File: src/hdl/pion_out_side_histogram_assert.svh
// Assertion macros shared by the histogram RTL.
`ifndef PION_OUT_SIDE_HISTOGRAM_ASSERT_SVH
`define PION_OUT_SIDE_HISTOGRAM_ASSERT_SVH

// Same-cycle implication, sampled on i_clk, off while in reset.
`define POHIST_ASSERT_IMP(lbl, ante, cons) \
    lbl: assert property (@(posedge i_clk) disable iff (!i_rst_n) (ante) |-> (cons)) \
        else $error("%m: check failed");

// Next-cycle implication, sampled on i_clk, off while in reset.
`define POHIST_ASSERT_NXT(lbl, ante, cons) \
    lbl: assert property (@(posedge i_clk) disable iff (!i_rst_n) (ante) |=> (cons)) \
        else $error("%m: check failed");

`endif

File: src/hdl/pohist_isqrt.sv
// Iterative 64-bit integer square root, one result bit per cycle.
`default_nettype none
module pohist_isqrt (
    input  wire logic        i_clk,
    input  wire logic        i_rst_n,
    input  wire logic        i_start,
    input  wire logic [63:0] i_val,
    output      logic        o_done,
    output      logic [31:0] o_root
);
    logic        r_busy;
    logic [4:0]  r_cnt;
    logic [63:0] r_n;
    logic [63:0] r_res;
    logic [63:0] r_bit;
    logic [63:0] trial;

    assign trial  = r_res + r_bit;
    assign o_root = r_res[31:0];

    // Control
    always_ff @(posedge i_clk) begin
        if (!i_rst_n) begin
            r_busy <= 1'b0;
            r_cnt  <= '0;
            o_done <= 1'b0;
        end else begin
            o_done <= 1'b0;
            if (i_start) begin
                r_busy <= 1'b1;
                r_cnt  <= '0;
            end else if (r_busy) begin
                r_cnt <= r_cnt + 5'd1;
                if (r_cnt == 5'd31) begin
                    r_busy <= 1'b0;
                    o_done <= 1'b1;
                end
            end
        end
    end

    // Digit-by-digit root
    always_ff @(posedge i_clk) begin
        if (i_start) begin
            r_n   <= i_val;
            r_res <= '0;
            r_bit <= 64'h4000_0000_0000_0000;
        end else if (r_busy) begin
            if (r_n >= trial) begin
                r_n   <= r_n - trial;
                r_res <= (r_res >> 1) + r_bit;
            end else begin
                r_res <= r_res >> 1;
            end
            r_bit <= r_bit >> 2;
        end
    end
endmodule
`default_nettype wire

File: config.mk
export PLATFORM = sky130hd
export DESIGN_NAME = pohist_isqrt
export DESIGN_NICKNAME = d
export VERILOG_FILES = /design/src/hdl/pion_out_side_histogram_assert.svh /design/src/hdl/pohist_isqrt.sv
export SDC_FILE = /design/constraint.sdc
export NUM_CORES = 1
export LEC_CHECK = 0
export BUFFER_PORTS_ARGS = -buffer_cell sky130_fd_sc_hd__buf_2
export CORE_MARGIN = 2
export CORE_UTILIZATION = 40
export CTS_BUF_LIST = sky130_fd_sc_hd__clkbuf_8
export DETAILED_ROUTE_END_ITERATION = 16
export REMOVE_ABC_BUFFERS = 1
export SLEW_MARGIN = 20
export SYNTH_ARGS = -nofsm -noshare
export SYNTH_HDL_FRONTEND = slang
export SYNTH_SLANG_ARGS = --single-unit
File: constraint.sdc
create_clock -name i_clk -period 7 [get_ports i_clk]
set_input_delay 0.35 -clock i_clk [delete_from_list [all_inputs] [get_ports i_clk]]
set_output_delay 0.35 -clock i_clk [all_outputs]
set_load 0.1 [all_outputs]
# Yosys cells after proc, flatten, opt, wreduce, memory -nomap -nowiden
# Index checks and enable logic that the tools add are counted.
dict set report totals {
  regBits 167
  input_bits 67
  out_inout_bits 33
  word_cells 27
}
dict set report classes {
  add_sub_neg 4
  order_cmp 1
  eq_ne 1
  mux 8
  n_bitwise 2
  reduce_logical 5
}
# op count
set op_table {}
lappend op_table {{64-bit two-way mux} 4}
lappend op_table {{63-bit by 63-bit adder with 64-bit output} 1}
lappend op_table {{64-bit by 63-bit adder with 64-bit output} 1}
lappend op_table {{64-bit >= comparator} 1}
lappend op_table {{64-bit subtractor} 1}
lappend op_table {{5-bit by 1-bit adder with 5-bit output (second input constant)} 1}
lappend op_table {{5-bit equality test (second input constant)} 1}
lappend op_table {{1-bit two-way mux} 4}
lappend op_table {{2-bit nonzero test} 2}
lappend op_table {{3-bit OR reduction} 1}
lappend op_table {{1-bit inverter} 2}
lappend op_table {{2-bit AND reduction} 1}
lappend op_table {{2-bit OR reduction} 1}

# Depth between registers and ports, before layout
# Gate-level depths: netlist of the first run.
dict set report logic_depth {
  ltp_word 5
  mapped_depth 26
  mapped_depth_nobuf 23
}

# Worst setup path before layout of the first run
# Ideal clock, no wire load.
dict set report synth_path {
  path_type {register to register}
  from {register r_res[2]}
  to {register r_n[0] (enable)}
  setup_ns 0.690
  arrival_time_ns 5.539
  t_required_ns 6.310
  setup_slack_ns 0.771
  stages_incl_launch_ff 22
  n_path_buf 1
  synth_period_minus_slack_ns 6.229
  cell_sequence {dfxtp_1 ha_1 a31o_2 a31oi_4 o21ai_2 a311oi_2 o31ai_2 a311o_1 nand2_1 and4bb_1 o41ai_2 xor2_1 ha_1 a21o_1 a21o_1 a21oi_1 o21ai_0 a221oi_2 nand2_1 buf_2 nand2_1 nand2_1}
}
dict set report synth_via {
  elab_chain_len 4
}
# element line_no
set synth_rtl {}
lappend synth_rtl {{start, declared} pohist_isqrt.sv:14} ;# logic [63:0] r_res;
lappend synth_rtl {{start signal, assigned} pohist_isqrt.sv:51} ;# r_res <= (r_res >> 1) + r_bit;
lappend synth_rtl {{start signal, assigned} pohist_isqrt.sv:53} ;# r_res <= r_res >> 1;
lappend synth_rtl {{64-bit by 63-bit adder with 64-bit output} pohist_isqrt.sv:18} ;# assign trial = r_res + r_bit;
lappend synth_rtl {{64-bit >= comparator} pohist_isqrt.sv:49} ;# if (r_n >= trial) begin
lappend synth_rtl {{2-bit nonzero test (no source line)} n/a}
lappend synth_rtl {{2-bit AND reduction (no source line)} n/a}
lappend synth_rtl {{end signal, assigned} pohist_isqrt.sv:45} ;# r_n <= i_val;
lappend synth_rtl {{end signal, assigned} pohist_isqrt.sv:50} ;# r_n <= r_n - trial;
lappend synth_rtl {{end, declared} pohist_isqrt.sv:13} ;# logic [63:0] r_n;
# Every way passes these cells.
# A chain may end at the register's enable or synchronous reset.

# Worst setup path after layout of the first run
dict set report layout_path {
  from {register r_bit[0]}
  to {register r_res[47]}
}
dict set report layout_via {
  elab_chain_len 3
  word_cells_on_any_way 4
  cone_classes {2 x add/sub; 1 x order compare; 1 x mux}
}
# element line_no
set layout_rtl {}
lappend layout_rtl {{start, declared} pohist_isqrt.sv:15} ;# logic [63:0] r_bit;
lappend layout_rtl {{start signal, assigned} pohist_isqrt.sv:55} ;# r_bit <= r_bit >> 2;
lappend layout_rtl {{64-bit by 63-bit adder with 64-bit output} pohist_isqrt.sv:18}
lappend layout_rtl {{64-bit >= comparator} pohist_isqrt.sv:49}
lappend layout_rtl {{64-bit two-way mux *} pohist_isqrt.sv:49}
# Mark *: on every way between the ends. The rest lies on a longest branch, timed or not.

==> results.txt, run 1 <==
The flow ran to the end, and the final reports show no timing, DRC or antenna violations. The maximum buffer depth of the clock tree is 2. The via-per-instance ratio is 5.869. The TritonCTS sink count came out at around 170. The maximum number of pins on one net before global-route repair came out at 87. The kind of start point of the critical path is a flip-flop. The total congestion overflow after global routing is 0. The placeable core area came out at between 0.03 and 0.04 mm2. Yosys attributes the largest share of cell area to sky130_fd_sc_hd__dfxtp_1, sky130_fd_sc_hd__edfxtp_1, sky130_fd_sc_hd__ha_1. Across the routed clock network, the largest skew measured is a little over 30 ps.

The die span in y is between 200 and 250 um. The number of detailed-route iterations in the first pass came out at 6. In the layout the commonest cells are sky130_fd_sc_hd__nand2_1, sky130_fd_sc_hd__nor2_1, sky130_fd_sc_hd__o21ai_0, sky130_fd_sc_hd__a21oi_1, sky130_fd_sc_hd__ha_1. The synthesized instance count came out at just over 2000.

The area added between synthesis and finish is 6.045%. The number of antenna-violating nets in the routed design is 0. The worst reg2reg path startpoint is r_bit[0]. The count of unresolved DRC violations after routing came out at 0. The latest clock arrival within the worst-skew pair came out at between 500 and 600 ps. The library cell used most frequently in the layout, excluding fill and tap cells, is sky130_fd_sc_hd__nand2_1.

The actual transition at the worst max-transition pin came out at ~900 ps. The global routing usage summed across all routing layers came out at between 20% and 30%. The analysis attributes to cell leakage a power of ~6.4 nW. The post-CTS clock slew at the launch and capture registers of the worst setup and hold paths came out at roughly 120 ps. The maximum operating frequency is about 160 MHz.

The max-slew violation count came to 0. The repair_antennas step left the layout with diodes totalling 0. The global placement routability congestion came out at between 0.9 and 1. The violation count after the first detailed-routing iteration came out at approximately 1100. The power density over the cells came out at roughly 310 mW/mm2. The average footprint of a synthesized cell is ~8 um2. The largest fanout on the critical path came out at 27. Once the floorplan was initialized, standard cells occupied about two fifths of the core. The critical path data required time is roughly 7400 ps. Buffers added to address setup during post-CTS repair amount to 0. For this run, the number of standard cells in the final layout without fillers is ~2500. For this run, the slowest stage of the critical path takes approximately 470 ps. The number of hold violations in the final report came out at 0.

TritonCTS created 17 clock buffers. Cells fill a little over two fifths of the core in the end. In this run the tightest slew margin relative to its limit is 41.21%.

The worst hold path depth came out at 3. The number of antenna violations at the first check in global routing came to 0. The tree is rooted in a sky130_fd_sc_hd__clkbuf_8. Among all stages on the critical path, the largest delay is contributed by sky130_fd_sc_hd__or3_1. The register-to-register setup slack came out at between 600 and 700 ps. The die outline area came out at ~0.041 mm2. The endpoint type of the worst setup path is a flip-flop. The min-delay analysis places its worst path in the category in2reg.

The number of warning messages in the yosys log is 0. The length in cells of the worst reg-to-reg path is 22. The capture point of the worst path is r_res[47].

For this run, asynchronously set or reset flops after synthesis account for 0%. The HPWL after detailed placement is 36.37 mm. After synthesis the cells add up to approximately 0.016 mm2. In this run the critical register-to-register path is captured at r_res[47]. The synthesized netlist contains between 80 and 90 unique library cells.

The proportion of netlist area held by the largest area contributor is about an eighth. The portion of the clock cycle consumed by the worst path in the final layout came out at roughly 90%. Synthesis inferred approximately 170 register bits. The number of fillers in the final layout is around 3900.

TritonCTS built the clock tree. The x dimension of the die is between 200 and 250 um. The number of top-level design ports came out at 100. The critical path is of the reg2reg type. The number of endpoints failing setup at the final stage is 0.

The count of port buffers added during placement is 99. The H-tree depth came out at 4. The sequential share of the synthesized area came out at approximately 25%. The final sum of negative setup slack is 0 ps. The count of vias placed by the detailed router is ~15000. The site row count is 72. The max-capacitance violation count is 0. The overall routed net length is between 40 and 50 mm. The total power of the final layout is approximately 5.2 mW.

The share of cells above drive strength 1 came out at under 10%. The global-route wire length before repair is around 76 mm. The launching element of the worst setup path is r_bit[0].

The worst vdd rail ir drop is between 0.15 and 0.2 mV. The net count of the finished layout is 2204. In this run, placement finished with an instance count of between 2000 and 3000. The signal arrival time at the worst endpoint is between 6000 and 7000 ps. The average detailed-routed wire length per instance is about 19 um.

Setup repair after global routing left no endpoint under its margin. Walking the worst path, the cells encountered are ha_1 -> ha_1 -> a21o_1 -> a31oi_1 -> o21ai_0 -> a21boi_0 -> o21ai_0 -> a41o_1 -> a2bb2oi_1 -> nor2_1 -> o21ai_0 -> xor2_1 -> ha_1 -> nand4_1 -> or3_1 -> nor3_2 -> o211ai_2 -> buf_4 -> and2_2 -> buf_4 -> or3_1 -> a311oi_1. The most used flip-flop cell after synthesis is sky130_fd_sc_hd__dfxtp_1. The largest total area in the synthesized netlist belongs to sky130_fd_sc_hd__dfxtp_1. The via count of the first global-routing pass is approximately 14000. Counting flops with a built-in enable in the synthesized netlist gives 64. The final period demand of the worst path is 6300 ps.
state kept, by name (all words and copies together), names as in the netlist:
| name | count |
|---|---|
| r_res | 64 |
| r_bit | 32 |
| r_busy | 1 |
| r_cnt | 5 |
| r_n | 64 |
| o_done | 1 |
layout make-up:
class                           instances  area [um2]  share of cell area, %
Multi-Input combinational cell       1674       11030                  65.69
Sequential cell                       167        3988                  23.75
Tap cell                              518       648.1                  3.860
Timing Repair Buffer                  109       604.3                  3.599
Clock buffer                           19       261.5                  1.557
Inverter                               35       131.4                 0.7824
Clock inverter                         13       128.9                 0.7675
worst min path at each step:
stage	from	end	slack (ps)
6_report	i_val[13]	r_n[13]	90
3_5_place_dp	r_cnt[3]	r_cnt[3]	500
4_1_cts	i_val[9]	r_n[9]	60
5_1_grt	i_val[20]	r_n[20]	80
2_1_floorplan	i_start	r_res[0]	420
3_3_place_gp	r_cnt[4]	r_cnt[4]	490
metal layers:
metal / global-route usage, % / up-vias / share of wire (%) / routed length (um)
li1: - / 7426 / - / -
met1: 32.75 / 6993 / 50 / 23570
met2: 35.65 / 397 / 44 / 20750
met3: 3.612 / 62 / 4.6 / 2201
met4: 6.648 / 0 / 2.1 / 1011
met5: 0 / - / 0 / 0
cells by family (layout without fill, tap and decap cells):
logic type      Yosys count  after routing  share of synthesized area, %
compound gates          679            679                         28.72
simple gates            662            662                         18.84
buf+inv                 180            176                         5.207
flops                   167            167                         25.16
xor+xnor                149            149                         8.241
fa+ha+maj               133            133                         10.56
mux                      51             51                         3.279
worst max-delay path: cells and delay by family (launching register included):
| kind | cells | cell delay (ps) |
|---|---|---|
| adders and majority gates | 3 | 870 |
| and+or+nand+nor | 6 | 1680 |
| xor gates and xnor gates | 1 | 110 |
| buffers and inverters | 2 | 470 |
| AOI/OAI and AO/OA | 10 | 2690 |
| DFF | 1 | 350 |
stage by stage:
stage	hold WS (ps)	instance area (um2)	worst slack (ps)
finish	87.16	16790	699.9
global route	79.87	16790	199.8
CTS	57.73	16790	707.9
detailed placement	498.1	16390	829.4
global placement	485.2	16390	951.1
floorplan	422.1	15140	-792.5
cell usage after synthesis, types with 37 or more instances:
| cell type | count |
|---|---|
| sky130_fd_sc_hd__nand4_1 | 37 |
| sky130_fd_sc_hd__clkbuf_1 | 93 |
| sky130_fd_sc_hd__o21bai_1 | 38 |
| sky130_fd_sc_hd__xnor2_1 | 83 |
| sky130_fd_sc_hd__edfxtp_1 | 64 |
| sky130_fd_sc_hd__a21o_1 | 55 |
| sky130_fd_sc_hd__mux2i_1 | 44 |
| sky130_fd_sc_hd__a31oi_1 | 63 |
| sky130_fd_sc_hd__ha_1 | 132 |
| sky130_fd_sc_hd__nor2_1 | 206 |
| sky130_fd_sc_hd__xor2_1 | 66 |
| sky130_fd_sc_hd__o21ai_0 | 156 |
| sky130_fd_sc_hd__a21oi_1 | 135 |
| sky130_fd_sc_hd__nand2_1 | 254 |
| sky130_fd_sc_hd__dfxtp_1 | 103 |
report_power, final:
part           switching, mW  internal, mW
Sequential             0.199          1.27
Combinational           1.84          1.11
Clock                  0.443         0.310
Total                   2.48          2.69
repair_timing:
item                                    4_1_cts  5_1_grt
endpoints found under the setup margin        0        0
resized for setup                             0        0
hold endpoints to repair                      1        0
hold buffers                                  1        0
No activity file was read; power rests on OpenSTA's default activity.
==> inputs of run 2 (changes only) <==
--- a/config.mk
+++ b/config.mk
@@ -5,7 +5,7 @@
 export SDC_FILE = /design/constraint.sdc
 export NUM_CORES = 1
 export LEC_CHECK = 0
-export BUFFER_PORTS_ARGS = -buffer_cell sky130_fd_sc_hd__buf_2
+export BUFFER_PORTS_ARGS = -buffer_cell sky130_fd_sc_hd__clkbuf_2
 export CORE_MARGIN = 2
 export CORE_UTILIZATION = 40
 export CTS_BUF_LIST = sky130_fd_sc_hd__clkbuf_8
==> results.txt, run 2 (synthesized netlist as in run 1, its figures left out) <==
The flow ran to the end, and the final reports show no timing, DRC or antenna violations. For this configuration, the core starts out at a cell density of between 40% and 50%. Among all stages on the critical path, the largest delay is contributed by sky130_fd_sc_hd__a211oi_1.

Hold timing on the final database bottoms out at a slack of around 44 ps. In this run the power spent charging and discharging nets is about 2.5 mW. The die span in y is between 200 and 250 um.

The relative slew slack is 38.56%. Setup repair after global routing left no endpoint under its margin. The post-CTS clock slew at the launch and capture registers of the worst setup and hold paths is 100 ps. The final critical path takes up around 87% of the cycle. During I/O placement, the number of pins put on the boundary was 100. The global placement routability congestion came out at around 0.91.

In the global route stage, overall resource usage came out at a little under a quarter. For this run, design rule violations remaining after detail routing come to 0. Setup violations remaining at the end of the flow were counted as 0. The number of detailed-route iterations in the first pass is 6.

TritonCTS built the clock tree. After layout, the design draws a total of approximately 5.2 mW. The maximum operating frequency came out at between 150 and 200 MHz.

The placeable core area is roughly 0.039 mm2. Leaving out fill and tap cells, the most frequent cell in the layout is sky130_fd_sc_hd__nand2_1. The total instance count after detailed placement is between 2000 and 3000. The count of buffers added on input and output ports is 99.

The clock tree synthesis step divided the H-tree into 4 levels. On the worst path, the slowest cell contributes a delay of about 580 ps. In the final layout, the registers with the most flip-flops are r_n: 64 flops, r_res: 64 flops, r_bit: 32 flops. The latest clock arrival within the worst-skew pair came out at approximately 540 ps.

The area after detailed placement is ~0.016 mm2. The cell area after layout came out at 0.01682 mm2. The tree is rooted in a sky130_fd_sc_hd__clkbuf_8. For this design the static power due to leakage is 6.446 nW. The path type of the worst setup path is reg2reg. The sequential group share of total power is about 28%. The die outline area came out at slightly above 0.04 mm2.

The clock network power share is between 10% and 20%. The repair_antennas step left the layout with diodes totalling 0. Using the TritonRoute via totals, the vias-per-cell ratio works out to a little under 6. Compared with the post-synthesis result, the final layout area differs by 6.195%. The largest fanout on the critical path is 22. The multi-input combinational cells in the finished layout cover a total of 0.01103 mm2.

The max-slew violation count came out at 0. The most numerous cell type found on the critical path is sky130_fd_sc_hd__ha_1. The cell-internal power came out at about 2.7 mW. In the layout the commonest cells are sky130_fd_sc_hd__nand2_1, sky130_fd_sc_hd__nor2_1, sky130_fd_sc_hd__o21ai_0, sky130_fd_sc_hd__a21oi_1, sky130_fd_sc_hd__ha_1. The max-capacitance violation count is 0. The register cell area after layout came out at 0.003988 mm2. Entering global routing, the biggest net connects 84 pins.

The clock drives approximately 170 sinks. The part of the power in combinational logic is between 50% and 60%. The first global-routing pass estimated ~76 mm of wire.

The number of antenna-violating nets in the routed design came out at 0. At the pin with the least slew margin, the transition time is 921.5 ps. The site row count is between 70 and 80. In this run, post-CTS hold repair placed 0 buffers.

Net switching is 47.66% of the power. The number of hold violations in the final report came out at 0. STA classifies the critical path startpoint as a flip-flop. At the worst endpoint, the required time is roughly 7200 ps. The count of vias placed by the detailed router is about 15000. From left edge to right edge, the die measures 203.0 um. The overall routed net length is 47.90 mm.

The net count of the finished layout is approximately 2200. The total of cells resized after clock tree synthesis came out at 0. After filler insertion, the fill cell instance count of the layout stands at between 3000 and 4000.

The maximum buffer depth of the clock tree came out at 2. Between clock sinks in the finished design, the worst skew comes to about 23 ps. The path type of the worst min-delay path is in2reg. The total congestion overflow after global routing came out at 0. The final sum of negative setup slack is 0 ps. The violation count after the first detailed-routing iteration came out at about 1000. The share of cells above drive strength 1 is about a tenth. In this run the most critical hold path is launched from i_rst_n. Walking the worst path, the cells encountered are ha_1 -> ha_1 -> a21o_1 -> a31o_2 -> a31oi_1 -> o21ai_1 -> a31oi_1 -> a21oi_1 -> o21ai_1 -> a211oi_1 -> mux2i_1 -> a211o_1 -> ha_1 -> nand4_1 -> or3_1 -> nor3_2 -> o211ai_2 -> nand2_1 -> nand2_1 -> nand2_2 -> buf_12.

Clock tree synthesis inserted a total of 17 buffers. IR analysis of the VDD net gives a maximum drop of 0.1578 mV. The startpoint identified for the worst register-to-register timing path is r_bit[0].

The final period demand of the worst path came out at between 6000 and 7000 ps. The endpoint type of the worst setup path is a flip-flop. Tracing the worst setup path back leads to its startpoint at r_bit[0]. Data arrives at the worst endpoint at 6370 ps.

The number of standard cells in the final layout excluding fillers came out at ~2500. Dividing total power by cell area gives a power density of between 300 and 400 mW/mm2. The via count of the first global-routing pass is 14005. The post-CTS repair timing setup buffer count came out at 0. After detailed routing, the average wire length per cell comes to roughly 19 um. The HPWL after detailed placement is about 37 mm. The number of antenna violations at the first check in global routing came out at 0.
[run 2: changes by cell type in the layout (fill, tap and decap cells not counted), sizes merged]
cell / delta
clkbuf: +98
inv: -2
bufinv: +1
clkinv: +1
buf: -97
dlygate4sd3: -1
[run 2: metrics by stage]
stage | utilization (%) | setup slack [ps]
after detailed placement | 42.27 | 915.8
after global routing | 43.31 | 295.4
final | 43.31 | 875.9
after global placement | 42.27 | 1168
after floorplan | - | -792.5
after CTS | 43.31 | 878.8
[run 2: worst max-delay path, delay by kind of cell, from the launching register on]
family / cells / cell delay [ps]
AOI/OAI and AO/OA: 10 / 2520
and+or+nand+nor: 6 / 1690
adders and majority gates: 3 / 800
DFF: 1 / 370
buffers and inverters: 1 / 250
muxes: 1 / 160
[run 2: power groups by stage]
stage	Combinational (mW)	Clock [mW]	Sequential [mW]
global route	3.28	0.817	1.49
floorplan	2.08	0	1.56
finish	2.97	0.763	1.47
CTS	2.95	0.786	1.46
detailed placement	2.94	0	1.48
global placement	2.91	0	1.48
[run 2: final cells by class]
cell class | count | area share [%]
Clock buffer | 19 | 1.555
Clock inverter | 13 | 0.8482
Inverter | 35 | 0.7813
Multi-Input combinational cell | 1674 | 65.60
Sequential cell | 167 | 23.71
Tap cell | 518 | 3.854
Timing Repair Buffer | 109 | 3.653
[run 2: per-layer routing]
metal	global-route usage [%]	vias up	routed length (um)
met1	33.32	6895	23460
li1	-	7418	-
met5	0	-	0
met3	3.274	67	2573
met4	8.081	0	1156
met2	35.25	440	20710
[run 2: path summary, 6_finish.rpt]
path,endpoint,slack [ps],depth (start not counted)
min,r_busy,40,2
max reg2reg,r_n[0],880,21
max,r_n[0],880,21
min reg2reg,r_res[0],510,2
==> inputs of run 3 (changes only) <==
--- a/config.mk
+++ b/config.mk
@@ -8,7 +8,6 @@
 export BUFFER_PORTS_ARGS = -buffer_cell sky130_fd_sc_hd__clkbuf_2
 export CORE_MARGIN = 2
 export CORE_UTILIZATION = 40
-export CTS_BUF_LIST = sky130_fd_sc_hd__clkbuf_8
 export DETAILED_ROUTE_END_ITERATION = 16
 export REMOVE_ABC_BUFFERS = 1
 export SLEW_MARGIN = 20
==> results.txt, run 3 (synthesized netlist as in run 1, its figures left out) <==
The post-CTS clock slew at the launch and capture registers of the worst setup and hold paths is 70 ps. Hold repair after CTS inserted 0 buffers. Dividing the detail-routed via count by the number of cells gives between 5 and 6.

The average detailed-routed wire length per instance came out at 18.93 um. The final critical-path setup slack is about 870 ps. The overall routed net length is roughly 48 mm. The portion of the clock cycle consumed by the worst path in the final layout came out at 87.63%. The HPWL after detailed placement came out at around 37 mm. The clock network power share is approximately 18%. The cell-internal power came out at a little under 3 mW. The via count of the first global-routing pass is ~14000. Setup violations remaining at the end of the flow were counted as 0. No sink is reached through more buffers than the 2 on the longest clock path.

The smallest hold slack came out at 108.7 ps. At the pin with the least slew margin, the transition time is approximately 920 ps. The area after detailed placement came out at 0.01641 mm2. The die outline area is 0.04119 mm2. Headroom to the max-slew limit came out at about two fifths. In the final timing run, aggregate negative setup slack is 0 ps. STA classifies the critical path endpoint as a flip-flop.

Combinational logic burns a little over half of the power. Entering global routing, the biggest net connects 84 pins. The path class of the tightest hold or removal check is in2reg. The power density over the cells came out at around 320 mW/mm2. The violation count after the first detailed-routing iteration is roughly 1200. Timing analysis after detailed placement gives a worst setup slack of a little over 900 ps. The layout has 3865 filler cells. The effective utilization at floorplan came out at between 40% and 50%. The CTS buffer count is 17. The die span in y came out at roughly 200 um. The number of hold violations in the final report is 0. The number of detailed-route iterations in the first pass came out at 5. The count of unresolved DRC violations after routing came out at 0. Row generation in the floorplan step produced 72 rows.

The post-CTS repair timing setup buffer count came out at 0. For this design the total switching power over the nets is 2.513 mW. The maximum operating frequency is 163.0 MHz.

TritonCTS built the clock tree. The H-tree depth is 4. After global routing the overflow that remains totals 0.

The max-slew violation count is 0. The global placement routability congestion is 0.9112. Summed over all cells, the static leakage comes to between 6 and 7 nW.

The number of antenna-violating nets in the routed design is 0. The max-capacitance violation count came out at 0. In this run switching power makes up 46.38% of total power. In this run the worst path has a maximum fanout of 22. The count of antenna diodes in the layout came out at 0.

The cell area after layout came out at roughly 0.017 mm2. In the final layout, the registers with the most flip-flops are r_n: 64 flops, r_res: 64 flops, r_bit: 32 flops. The count of port buffers added during placement came out at 99.

The flow ran to the end, and the final reports show no timing, DRC or antenna violations. In this run the horizontal extent of the chip is slightly above 200 um. The total of cells resized after clock tree synthesis is 0. For this block, the via count after detailed routing is ~15000. The library cell used most frequently in the layout, excluding fill and tap cells, is sky130_fd_sc_hd__nand2_1. The number of antenna violations at the first check in global routing came out at 0. The share of cells above drive strength 1 came out at under 10%.

In the layout the commonest cells are sky130_fd_sc_hd__nand2_1, sky130_fd_sc_hd__nor2_1, sky130_fd_sc_hd__o21ai_0, sky130_fd_sc_hd__a21oi_1, sky130_fd_sc_hd__ha_1. The area added between synthesis and finish came out at 7.341%. The total area inside the core boundary comes to slightly below 0.04 mm2. Setup repair after global routing left no endpoint under its margin.

The worst vdd rail ir drop came out at ~0.16 mV. The later pin in the worst-skew pair is clocked with a latency of about 480 ps. The layout net count came out at between 2000 and 2500. The TritonCTS sink count came out at about 170.

The critical path data required time is around 7200 ps. The worst path in the final design needs a cycle of about 6100 ps, including I/O delays and setup. The kind of start point of the critical path is a flip-flop. The critical path is of the reg2reg type. The number of top-level design ports is 100. CTS placed an instance of sky130_fd_sc_hd__clkbuf_16 at the clock tree root. Data arrives at the worst endpoint at approximately 6300 ps.

The global routing usage summed across all routing layers is between 20% and 30%. The maximum clock skew at final layout is around 16 ps. The sequential group share of total power is a little over a quarter. The first global-routing pass estimated about 77 mm of wire.
[run 3: power groups by stage]
stage / combinational (mW) / sequential (mW) / clock [mW]
floorplan: 2.08 / 1.56 / 0
global placement: 2.91 / 1.48 / 0
detailed placement: 2.94 / 1.48 / 0
CTS: 2.95 / 1.46 / 0.999
global route: 3.28 / 1.49 / 1.04
finish: 2.98 / 1.47 / 0.976
[run 3: metal layers]
metal	routed length (um)	up-vias	global-route usage, %
met2	20770	445	35.40
met3	2535	71	3.242
li1	-	7427	-
met1	23520	6916	33.49
met4	1160	0	8.029
met5	0	-	0
[run 3: cell type report]
| type | instances | area (um2) | share of cell area (%) |
|---|---|---|---|
| repair buffers | 109 | 614.3 | 3.614 |
| clock inverters | 10 | 78.83 | 0.4637 |
| flip-flops and latches | 167 | 3988 | 23.46 |
| inverters | 35 | 131.4 | 0.7729 |
| well taps | 518 | 648.1 | 3.813 |
| multi-input cells | 1674 | 11030 | 64.90 |
| clock buffers | 22 | 506.7 | 2.981 |
[run 3: final timing paths]
path / start / end / slack, ps / depth (start not counted)
min: i_rst_n / r_busy / 110 / 2
max: r_bit[0] / r_n[0] / 870 / 21
min reg2reg: r_cnt[4] / r_cnt[4] / 510 / 2
max reg2reg: r_bit[0] / r_n[0] / 870 / 21
[run 3: critical path: stages (launching register included)]
cell                       delay, ps
sky130_fd_sc_hd__dfxtp_1         360
sky130_fd_sc_hd__ha_1            190
sky130_fd_sc_hd__ha_1            200
sky130_fd_sc_hd__a21o_1          170
sky130_fd_sc_hd__a31o_2          180
sky130_fd_sc_hd__a31oi_1         110
sky130_fd_sc_hd__o21ai_1         380
sky130_fd_sc_hd__a31oi_1         200
sky130_fd_sc_hd__a21oi_1         300
sky130_fd_sc_hd__o21ai_1         150
sky130_fd_sc_hd__a211oi_1        590
sky130_fd_sc_hd__mux2i_1         160
sky130_fd_sc_hd__a211o_1         320
sky130_fd_sc_hd__ha_1            410
sky130_fd_sc_hd__nand4_1         250
sky130_fd_sc_hd__or3_1           480
sky130_fd_sc_hd__nor3_2          280
sky130_fd_sc_hd__o211ai_2        140
sky130_fd_sc_hd__nand2_1         110
sky130_fd_sc_hd__nand2_1          90
sky130_fd_sc_hd__nand2_2         490
sky130_fd_sc_hd__buf_12          250
[run 3: metrics by stage]
| stage | instances | power, mW | utilization [%] |
|---|---|---|---|
| global route | 2535 | 5.809 | 43.78 |
| CTS | 2535 | 5.408 | 43.78 |
| detailed placement | 2503 | 4.414 | 42.27 |
| finish | 2535 | 5.419 | 43.78 |
| floorplan | 1876 | 3.637 | - |
| global placement | 2503 | 4.394 | 42.27 |
